### config.mk
export PLATFORM = sky130hd
export DESIGN_NAME = timing_wheel_scheduler_core
export DESIGN_NICKNAME = d
export VERILOG_FILES = /design/src/rtl/tws_pkg.sv /design/src/rtl/tws_div.sv /design/src/rtl/tws_table.sv /design/src/rtl/timing_wheel_scheduler_core.sv
export SDC_FILE = /design/constraint.sdc
export NUM_CORES = 2
export LEC_CHECK = 0
export BUFFER_PORTS_ARGS = -buffer_cell sky130_fd_sc_hd__clkbuf_2
export CORE_MARGIN = 4
export CORE_UTILIZATION = 54
export DETAILED_ROUTE_END_ITERATION = 6
export MAX_ROUTING_LAYER = met4
export PLACE_DENSITY = 0.7
export SYNTH_ARGS = -nofsm -noshare
export SYNTH_HDL_FRONTEND = slang
export SYNTH_SLANG_ARGS = --single-unit
### constraint.sdc
create_clock -name clock -period 8.8 [get_ports clock]
set_input_delay 2.64 -clock clock [delete_from_list [all_inputs] [get_ports clock]]
set_output_delay 2.64 -clock clock [all_outputs]
set_load 0.01 [all_outputs]
### src/rtl/tws_pkg.sv
// Shared constants, codes and types of the timing wheel scheduler.
package tws_pkg;

   localparam int MAX_TIMERS  = 16;
   localparam int MAX_SLOTS   = 64;
   localparam int IDX_W       = $clog2(MAX_TIMERS);
   localparam int SLOT_W      = $clog2(MAX_SLOTS);
   localparam int SLOTS_CFG_W = 7;
   localparam int TICK_W      = 16;
   localparam int CYCLE_W     = 32;
   localparam int DVD_W       = TICK_W + 1;
   localparam int CSR_IDX_W   = 1;

   localparam logic REQ_TICK     = 1'b0;
   localparam logic REQ_REGISTER = 1'b1;

   localparam logic [CSR_IDX_W-1:0] CSR_WHEEL_SLOTS = 1'd0;
   localparam logic [CSR_IDX_W-1:0] CSR_TICK_LENGTH = 1'd1;

   typedef enum logic [1:0] {
      KIND_REGISTERED = 2'd0,
      KIND_FULL       = 2'd1,
      KIND_EXPIRED    = 2'd2,
      KIND_TICK_DONE  = 2'd3
   } kind_type;

   typedef struct packed {
      logic               recurring;
      logic [TICK_W-1:0]  interval;
      logic [CYCLE_W-1:0] due_cycle;
      logic [SLOT_W-1:0]  due_slot;
   } entry_type;

   typedef struct packed {
      logic             en;
      logic [IDX_W-1:0] addr;
      entry_type        data;
   } tbl_wr_type;

endpackage

### src/rtl/tws_div.sv
// Shared restoring divider, one quotient bit per cycle.
module tws_div import tws_pkg::*; (
   input  logic              clock,
   input  logic              reset,
   input  logic              start,
   input  logic [DVD_W-1:0]  dividend,
   input  logic [TICK_W-1:0] divisor,
   output logic              busy,
   output logic              done,
   output logic [DVD_W-1:0]  quotient,
   output logic [TICK_W-1:0] remainder
);

   localparam int CNT_W = $clog2(DVD_W + 1);

   logic [CNT_W-1:0]  cnt_ff, cnt_in;
   logic              done_ff, done_in;
   logic [DVD_W-1:0]  dvd_ff, dvd_in;
   logic [TICK_W-1:0] dvs_ff, dvs_in;
   logic [TICK_W-1:0] rem_ff, rem_in;
   logic [DVD_W-1:0]  shifted;
   logic [DVD_W-1:0]  diff;
   logic              ge;

   assign shifted = {rem_ff, dvd_ff[DVD_W-1]};
   assign ge      = shifted >= {1'b0, dvs_ff};
   assign diff    = shifted - {1'b0, dvs_ff};

   always_comb begin
      cnt_in  = cnt_ff;
      done_in = 1'b0;
      dvd_in  = dvd_ff;
      dvs_in  = dvs_ff;
      rem_in  = rem_ff;
      if (start) begin
         cnt_in = CNT_W'(DVD_W);
         dvd_in = dividend;
         dvs_in = divisor;
         rem_in = '0;
      end else if (cnt_ff != '0) begin
         cnt_in  = cnt_ff - CNT_W'(1);
         done_in = (cnt_ff == CNT_W'(1));
         dvd_in  = {dvd_ff[DVD_W-2:0], ge};
         rem_in  = ge ? diff[TICK_W-1:0] : shifted[TICK_W-1:0];
      end
   end

   always_ff @(posedge clock) begin
      dvd_ff <= dvd_in;
      dvs_ff <= dvs_in;
      rem_ff <= rem_in;
      if (reset) begin
         cnt_ff  <= '0;
         done_ff <= 1'b0;
      end else begin
         cnt_ff  <= cnt_in;
         done_ff <= done_in;
      end
   end

   assign busy      = (cnt_ff != '0);
   assign done      = done_ff;
   assign quotient  = dvd_ff;
   assign remainder = rem_ff;

   a_start_idle: assert property (@(posedge clock) disable iff (reset)
      start |-> !busy) else $error("divider started while busy");

   a_rem_below: assert property (@(posedge clock) disable iff (reset)
      done_ff |-> (rem_ff < dvs_ff)) else $error("remainder not below divisor");

endmodule

### src/rtl/tws_table.sv
// Timer entry table: one write port, one registered read port.
module tws_table import tws_pkg::*; (
   input  logic             clock,
   input  tbl_wr_type       wr,
   input  logic [IDX_W-1:0] rd_addr,
   output entry_type        rd_data
);

   entry_type entry_mem_ff [MAX_TIMERS];
   entry_type rd_data_ff;

   always_ff @(posedge clock) begin
      if (wr.en) begin
         entry_mem_ff[wr.addr] <= wr.data;
      end
      rd_data_ff <= entry_mem_ff[rd_addr];
   end

   assign rd_data = rd_data_ff;

endmodule

### src/rtl/timing_wheel_scheduler_core.sv
// Top level of the hashed timing wheel scheduler: sequencer, wheel state and output register.
//
// A register transaction runs two divisions (interval by tick length, then slot offset by
// slot count) one after the other on a single shared divider, each giving a 17-bit quotient,
// followed by a multiply step for the absolute slot; a full table skips the divisions.
// A tick transaction scans the 16 table entries, reports each expiry, and reschedules each
// recurring timer that expires through the divider. The block accepts a new transaction
// once the previous one has loaded its last result into the output register; a stalled
// result channel holds the sequencer only when a further result is due.
module timing_wheel_scheduler_core import tws_pkg::*; (
   input  logic                 clock,
   input  logic                 reset,
   input  logic                 req_valid,
   output logic                 req_stall,
   input  logic                 req_type,
   input  logic [TICK_W-1:0]    req_interval,
   input  logic                 req_recurring,
   output logic                 rsp_valid,
   input  logic                 rsp_stall,
   output logic [1:0]           rsp_kind,
   output logic [IDX_W-1:0]     rsp_handle,
   output logic [CYCLE_W-1:0]   rsp_abs_slot,
   output logic                 rsp_last,
   input  logic                 csr_wr_en,
   input  logic [CSR_IDX_W-1:0] csr_index,
   input  logic [TICK_W-1:0]    csr_data
);

   typedef enum logic [3:0] {
      ST_IDLE,
      ST_MUL,
      ST_EMIT_REG,
      ST_D1_GO,
      ST_D1_WAIT,
      ST_D2_GO,
      ST_D2_WAIT,
      ST_SCAN_RD,
      ST_SCAN_CHK,
      ST_SCAN_EMIT,
      ST_SCAN_NEXT,
      ST_EMIT_DONE
   } state_type;

   state_type              state_ff, state_in;
   logic [SLOTS_CFG_W-1:0] wheel_slots_ff, wheel_slots_in;
   logic [TICK_W-1:0]      tick_length_ff, tick_length_in;
   logic [SLOT_W-1:0]      slot_ff, slot_in;
   logic [CYCLE_W-1:0]     cycle_ff, cycle_in;
   logic [MAX_TIMERS-1:0]  valid_ff, valid_in;
   logic [IDX_W-1:0]       idx_ff, idx_in;
   logic [TICK_W-1:0]      ivl_ff, ivl_in;
   logic                   rec_ff, rec_in;
   logic                   tick_mode_ff, tick_mode_in;
   logic                   full_ff, full_in;
   logic [DVD_W-1:0]       total_ff, total_in;
   logic [CYCLE_W-1:0]     abs_ff, abs_in;
   logic                   rsp_valid_ff, rsp_valid_in;
   kind_type               rsp_kind_ff, rsp_kind_in;
   logic [IDX_W-1:0]       rsp_handle_ff, rsp_handle_in;
   logic [CYCLE_W-1:0]     rsp_abs_ff, rsp_abs_in;
   logic                   rsp_last_ff, rsp_last_in;

   logic [SLOTS_CFG_W-1:0] slots_eff;
   logic [TICK_W-1:0]      tick_eff;
   logic [SLOTS_CFG_W-1:0] slot_p1;
   logic                   free_found;
   logic [IDX_W-1:0]       free_idx;
   logic                   out_free;
   logic                   hit;

   logic                   div_start;
   logic [DVD_W-1:0]       div_dvd;
   logic [TICK_W-1:0]      div_dvs;
   logic                   div_busy;
   logic                   div_done;
   logic [DVD_W-1:0]       div_q;
   logic [TICK_W-1:0]      div_r;

   tbl_wr_type             tbl_wr;
   entry_type              tbl_rd;

   tws_div u_div (
      .clock     (clock),
      .reset     (reset),
      .start     (div_start),
      .dividend  (div_dvd),
      .divisor   (div_dvs),
      .busy      (div_busy),
      .done      (div_done),
      .quotient  (div_q),
      .remainder (div_r)
   );

   tws_table u_table (
      .clock   (clock),
      .wr      (tbl_wr),
      .rd_addr (idx_ff),
      .rd_data (tbl_rd)
   );

   assign slots_eff = (wheel_slots_ff == '0) ? SLOTS_CFG_W'(1) :
                      (wheel_slots_ff > SLOTS_CFG_W'(MAX_SLOTS)) ? SLOTS_CFG_W'(MAX_SLOTS) :
                      wheel_slots_ff;
   assign tick_eff  = (tick_length_ff == '0) ? TICK_W'(1) : tick_length_ff;
   assign slot_p1   = SLOTS_CFG_W'(slot_ff) + SLOTS_CFG_W'(1);
   assign out_free  = !rsp_valid_ff || !rsp_stall;
   assign hit       = valid_ff[idx_ff] && (tbl_rd.due_slot == slot_ff) &&
                      (tbl_rd.due_cycle == cycle_ff);

   assign free_found = !(&valid_ff);

   always_comb begin
      free_idx = '0;
      for (int i = MAX_TIMERS - 1; i >= 0; i--) begin
         if (!valid_ff[i]) begin
            free_idx = IDX_W'(i);
         end
      end
   end

   always_comb begin
      wheel_slots_in = wheel_slots_ff;
      tick_length_in = tick_length_ff;
      if (csr_wr_en) begin
         case (csr_index)
            CSR_WHEEL_SLOTS: wheel_slots_in = csr_data[SLOTS_CFG_W-1:0];
            CSR_TICK_LENGTH: tick_length_in = csr_data;
            default: ;
         endcase
      end
   end

   always_comb begin
      state_in      = state_ff;
      slot_in       = slot_ff;
      cycle_in      = cycle_ff;
      valid_in      = valid_ff;
      idx_in        = idx_ff;
      ivl_in        = ivl_ff;
      rec_in        = rec_ff;
      tick_mode_in  = tick_mode_ff;
      full_in       = full_ff;
      total_in      = total_ff;
      abs_in        = abs_ff;
      rsp_valid_in  = rsp_valid_ff && rsp_stall;
      rsp_kind_in   = rsp_kind_ff;
      rsp_handle_in = rsp_handle_ff;
      rsp_abs_in    = rsp_abs_ff;
      rsp_last_in   = rsp_last_ff;
      div_start     = 1'b0;
      div_dvd       = DVD_W'(ivl_ff);
      div_dvs       = tick_eff;
      tbl_wr        = '0;

      case (state_ff)
         ST_IDLE: begin
            if (req_valid) begin
               ivl_in = req_interval;
               rec_in = req_recurring;
               if (req_type == REQ_REGISTER) begin
                  tick_mode_in = 1'b0;
                  full_in      = !free_found;
                  idx_in       = free_idx;
                  state_in     = free_found ? ST_D1_GO : ST_MUL;
               end else begin
                  tick_mode_in = 1'b1;
                  if (slot_p1 >= slots_eff) begin
                     slot_in  = '0;
                     cycle_in = cycle_ff + CYCLE_W'(1);
                  end else begin
                     slot_in = slot_p1[SLOT_W-1:0];
                  end
                  state_in = ST_MUL;
               end
            end
         end
         ST_MUL: begin
            abs_in = cycle_ff * CYCLE_W'(slots_eff) + CYCLE_W'(slot_ff);
            if (tick_mode_ff) begin
               idx_in   = '0;
               state_in = ST_SCAN_RD;
            end else begin
               state_in = ST_EMIT_REG;
            end
         end
         ST_EMIT_REG: begin
            if (out_free) begin
               rsp_valid_in  = 1'b1;
               rsp_kind_in   = full_ff ? KIND_FULL : KIND_REGISTERED;
               rsp_handle_in = full_ff ? '0 : idx_ff;
               rsp_abs_in    = abs_ff;
               rsp_last_in   = 1'b1;
               state_in      = ST_IDLE;
            end
         end
         ST_D1_GO: begin
            div_start = 1'b1;
            state_in  = ST_D1_WAIT;
         end
         ST_D1_WAIT: begin
            if (div_done) begin
               total_in = DVD_W'(slot_ff) + DVD_W'(div_q[TICK_W-1:0]);
               state_in = ST_D2_GO;
            end
         end
         ST_D2_GO: begin
            div_start = 1'b1;
            div_dvd   = total_ff;
            div_dvs   = TICK_W'(slots_eff);
            state_in  = ST_D2_WAIT;
         end
         ST_D2_WAIT: begin
            if (div_done) begin
               tbl_wr.en             = 1'b1;
               tbl_wr.addr           = idx_ff;
               tbl_wr.data.recurring = rec_ff;
               tbl_wr.data.interval  = ivl_ff;
               tbl_wr.data.due_cycle = cycle_ff + CYCLE_W'(div_q);
               tbl_wr.data.due_slot  = div_r[SLOT_W-1:0];
               valid_in[idx_ff]      = 1'b1;
               state_in              = tick_mode_ff ? ST_SCAN_NEXT : ST_MUL;
            end
         end
         ST_SCAN_RD: begin
            state_in = ST_SCAN_CHK;
         end
         ST_SCAN_CHK: begin
            if (hit) begin
               state_in = ST_SCAN_EMIT;
            end else if (idx_ff == IDX_W'(MAX_TIMERS - 1)) begin
               state_in = ST_EMIT_DONE;
            end else begin
               idx_in   = idx_ff + IDX_W'(1);
               state_in = ST_SCAN_RD;
            end
         end
         ST_SCAN_EMIT: begin
            if (out_free) begin
               rsp_valid_in  = 1'b1;
               rsp_kind_in   = KIND_EXPIRED;
               rsp_handle_in = idx_ff;
               rsp_abs_in    = abs_ff;
               rsp_last_in   = 1'b0;
               if (tbl_rd.recurring) begin
                  ivl_in   = tbl_rd.interval;
                  rec_in   = 1'b1;
                  state_in = ST_D1_GO;
               end else begin
                  valid_in[idx_ff] = 1'b0;
                  state_in         = ST_SCAN_NEXT;
               end
            end
         end
         ST_SCAN_NEXT: begin
            if (idx_ff == IDX_W'(MAX_TIMERS - 1)) begin
               state_in = ST_EMIT_DONE;
            end else begin
               idx_in   = idx_ff + IDX_W'(1);
               state_in = ST_SCAN_RD;
            end
         end
         ST_EMIT_DONE: begin
            if (out_free) begin
               rsp_valid_in  = 1'b1;
               rsp_kind_in   = KIND_TICK_DONE;
               rsp_handle_in = '0;
               rsp_abs_in    = abs_ff;
               rsp_last_in   = 1'b1;
               state_in      = ST_IDLE;
            end
         end
         default: begin
            state_in = ST_IDLE;
         end
      endcase
   end

   always_ff @(posedge clock) begin
      idx_ff        <= idx_in;
      ivl_ff        <= ivl_in;
      rec_ff        <= rec_in;
      tick_mode_ff  <= tick_mode_in;
      full_ff       <= full_in;
      total_ff      <= total_in;
      abs_ff        <= abs_in;
      rsp_kind_ff   <= rsp_kind_in;
      rsp_handle_ff <= rsp_handle_in;
      rsp_abs_ff    <= rsp_abs_in;
      rsp_last_ff   <= rsp_last_in;
      if (reset) begin
         state_ff       <= ST_IDLE;
         wheel_slots_ff <= SLOTS_CFG_W'(8);
         tick_length_ff <= TICK_W'(1);
         slot_ff        <= '0;
         cycle_ff       <= '0;
         valid_ff       <= '0;
         rsp_valid_ff   <= 1'b0;
      end else begin
         state_ff       <= state_in;
         wheel_slots_ff <= wheel_slots_in;
         tick_length_ff <= tick_length_in;
         slot_ff        <= slot_in;
         cycle_ff       <= cycle_in;
         valid_ff       <= valid_in;
         rsp_valid_ff   <= rsp_valid_in;
      end
   end

   assign req_stall    = (state_ff != ST_IDLE);
   assign rsp_valid    = rsp_valid_ff;
   assign rsp_kind     = rsp_kind_ff;
   assign rsp_handle   = rsp_handle_ff;
   assign rsp_abs_slot = rsp_abs_ff;
   assign rsp_last     = rsp_last_ff;

   a_scan_slot: assert property (@(posedge clock) disable iff (reset)
      (state_ff == ST_SCAN_CHK) |-> (SLOTS_CFG_W'(slot_ff) < slots_eff))
      else $error("wheel slot beyond slot count during scan");

   a_emit_valid: assert property (@(posedge clock) disable iff (reset)
      (state_ff == ST_SCAN_EMIT) |-> valid_ff[idx_ff])
      else $error("expiry reported for a free entry");

   a_expired_not_last: assert property (@(posedge clock) disable iff (reset)
      (rsp_valid_ff && (rsp_kind_ff == KIND_EXPIRED)) |-> !rsp_last_ff)
      else $error("expiry marked as final result");

   a_div_owner: assert property (@(posedge clock) disable iff (reset)
      div_busy |-> ((state_ff == ST_D1_WAIT) || (state_ff == ST_D2_WAIT)))
      else $error("divider busy outside a division wait");

endmodule

==> impl_results.md <==
* Setup ws final at 3056 ps
* Tot GR Track Use at 24.17%
* Initial antenna violation count at 6
* Pleak at 20.05 nW
* Number of synthesized register bits at 1183
* Global-route wire length before repair at 187800 µm
* Crit-path max FO at 31
* Yosys top cell area share at 56.91%
* Htree depth at 3
* Number of max-cap violations at 0
* Post-DP HPWL at 72660 µm
* Grt ovf at 0
* DRT iter0 DRCs at 3239
* Area growth syn-to-layout at 10.85%
* Minimum hold slack at 406.3 ps
* Family with the most delay on the worst path: adder cells
* Worst slack, placed at 3053 ps
* Final setup violation count at 0
* Die width at 324.3 µm
* Busiest grt layer: met2
* Num rows at 115
* RSZ-0062 raised after global routing: false
* Critical Path AT at 6160 ps
* CP bufs+invs at 4
* Total CTS buffers at 117
* Tcrit/Tclk final at 65.27%
* Die Area at 0.1052 mm²
* Ys async rst share at 0%
* WL final at 123000 µm
* Vias in the first global route at 29.55k
* Nets at 3859
* Synth top area cells: edfxtp_1 (57%), mux4_2 (12%), dfxtp_1 (5.9%)
* Initial Util at 54.66%
* Slowest stage delay, CP at 540 ps
* Syn_nets at 3782
* Most frequent CP cell: fa_1
* Setup TNS at 0 ps
* Post-CTS Resized at 0
* Post-Synthesis Cells at 3481
* Hold buffers post-CTS at 0
* Slew HR at 6.929%
* Clock Skew at 48.79 ps
* Clock-pin slew on the worst setup and hold paths at 60 ps
* Crit Path Class: reg2reg
* Pwr dens at 246.9 mW/mm²
* IO buf count at 80
* Synth cell count leaders: edfxtp_1 (1024), mux4_2 (280), inv_1 (228), nand2_1 (228), and2_1 (198)
* Netlist cell types at 72
* Chip height at 324.3 µm
* Root Driver: clkbuf_16
* # Post-CTS Setup Buffers at 0
* CP Capture Type: flop
* Hold Fails Final Rpt at 0
* Layout cells sized above 1 at 17.34%
* CTS max path bufs at 3
* Ys Warns at 0
* Post-synth top area cell: edfxtp_1
* Grt met3 use at 3.695%
* Routing usage on met2 at 38.02%
* Slowest-stage cell, CP: fa_1
* Via count at 29.83k
* Post-synth EDFFs at 1024
* Ys flop type: edfxtp_1
* Max frequency at 174.1 MHz
* Core ar. at 0.09885 mm²
* Critical Path, Cell by Cell: nor2b_2 > buf_4 > nand2_1 > fa_1 > fa_1 > inv_1 > fa_1 > inv_1 > fa_1 > inv_1 > ha_1 > nand3_1 > o211ai_1 > a2111o_1 > a2111o_1 > a311oi_4 > nor3_1 > or3_1 > xnor2_1
* Syn Area/Cell at 15.52 µm²
* Synth Cell Area at 0.05403 mm²
* Most common cell in the netlist: edfxtp_1
* Ports at 81
* First drt pass iteration count at 6
* Status: complete, no violations
* Routed Antenna Nets at 0
* GRT met1 Usage at 33.61%
* Tmin final at 5744 ps
* CTS sink count at 1183
* CTS tree: yes
* Global placement routability congestion at 0.8347
* Largest net degree at the start of global routing at 118
* CP required at 9220 ps
* Sequential-to-total area share from yosys stat at 62.80%
* Vias/cell at 6.021
* Crit start category: flop
* DR WL/cell at 24.83 µm
* Worst-skew pair later-pin latency at 710 ps
* Drt drc at 0
* Max VDD drop at 0.2129 mV
* Pins Over Slew Limit at 0
* Worst Max-Slew Pin Slew at 1396 ps
* Hold Path Class: reg2reg
==> cell type report <==
cell class	instances	area, µm²
sequential	1183	33930
tap	1287	1610
clock buffer	154	3183
multi-input combinational	1893	18710
inverter	228	855.8
clock inverter	68	734.5
antenna	6	15.01
fill	7211	38960
timing repair buffer	135	850.8
==> cells in the final DEF (no fill, tap or decap), types with 19 or more instances in the layout <==
| cell type | count |
|---|---|
| edfxtp_1 | 1024 |
| mux4_2 | 280 |
| inv_1 | 228 |
| nand2_1 | 228 |
| and2_1 | 198 |
| dfxtp_1 | 159 |
| nor2_1 | 155 |
| fa_1 | 140 |
| ha_1 | 121 |
| clkbuf_16 | 119 |
| a21oi_1 | 103 |
| xnor2_1 | 89 |
| o21ai_0 | 85 |
| clkbuf_2 | 79 |
| xor2_1 | 63 |
| nand3_1 | 52 |
| buf_4 | 52 |
| nor3_1 | 40 |
| mux2i_1 | 31 |
| clkbuf_1 | 27 |
| or3_1 | 26 |
| nand4_1 | 26 |
| nor2b_1 | 20 |
| a21o_1 | 20 |
| a211oi_1 | 19 |
| clkinv_2 | 19 |
| clkinv_1 | 19 |
==> per-stage QoR <==
stage,util [%],std cells,cell area (µm²),power (mW)
2_1_floorplan,-,3481,54030,8.964
3_5_place_dp,56.61,4726,55960,9.908
5_1_grt,60.58,4951,59890,15.43
6_report,60.59,4954,59890,14.79
4_1_cts,60.57,4948,59880,14.91
3_3_place_gp,56.61,4726,55960,9.885
==> layer usage <==
metal | vias to the layer above | share of wire [%] | wire (µm)
li1 | 13120 | - | -
met1 | 15400 | 42 | 51710
met2 | 1108 | 48 | 59660
met3 | 199 | 6.8 | 8307
met4 | 0 | 2.7 | 3347
met5 | - | 0 | 0
==> worst reg2reg max path: stages (launching register included) <==
cell	delay, ps
dfxtp_1	360
nor2b_2	150
buf_4	320
nand2_1	130
fa_1	510
fa_1	540
inv_1	50
fa_1	470
inv_1	50
fa_1	470
inv_1	40
ha_1	320
nand3_1	90
o211ai_1	150
a2111o_1	500
a2111o_1	490
a311oi_4	320
nor3_1	80
or3_1	320
xnor2_1	130
==> flip-flops by register name, indices dropped and copies added, names as in the netlist, 6 cells and up, named ones only <==
signal                flops
abs_ff                   32
u_div.remainder          16
cycle_ff                 32
u_table.rd_data          55
ivl_ff                   16
tick_length_ff           16
u_div.dvs_ff             16
total_ff                 17
u_table.entry_mem_ff    880
u_div.quotient           17
rsp_abs_slot             32
wheel_slots_ff            7
slot_ff                   6
==> final timing paths <==
kind | start | slack [ps] | cells after the start | to
worst min register to register | abs_ff[8]$_DFFE_PP_ | 410 | 0 | rsp_abs_slot[8]$_DFFE_PP_
worst min-delay path | abs_ff[8]$_DFFE_PP_ | 410 | 0 | rsp_abs_slot[8]$_DFFE_PP_
worst max register to register | wheel_slots_ff[2]$_SDFFE_PP0P_ | 3060 | 19 | abs_ff[31]$_DFFE_PP_
worst max-delay path | wheel_slots_ff[2]$_SDFFE_PP0P_ | 3060 | 19 | abs_ff[31]$_DFFE_PP_
==> kinds of logic (layout without fill, tap and decap cells) <==
kind of cell             count (synthesis)  count (layout)  share of synthesized area [%]
AND/OR/NAND/NOR                        837             837                          7.714
buffers and inverters                  405             585                          2.828
AO/OA/AOI/OAI                          328             328                          3.872
other                                    0               6                              0
XOR/XNOR                               152             152                          2.464
flip-flops                            1183            1183                          62.80
multiplexers                           315             315                          12.33
adder cells (fa/ha/maj)                261             261                          7.989
==> power by group <==
group          switching (mW)  internal (mW)
Combinational            1.76           1.19
Clock                    2.14           2.88
Sequential              0.362           6.45
Total                    4.26           10.5
No activity file was read; power rests on OpenSTA's default activity.
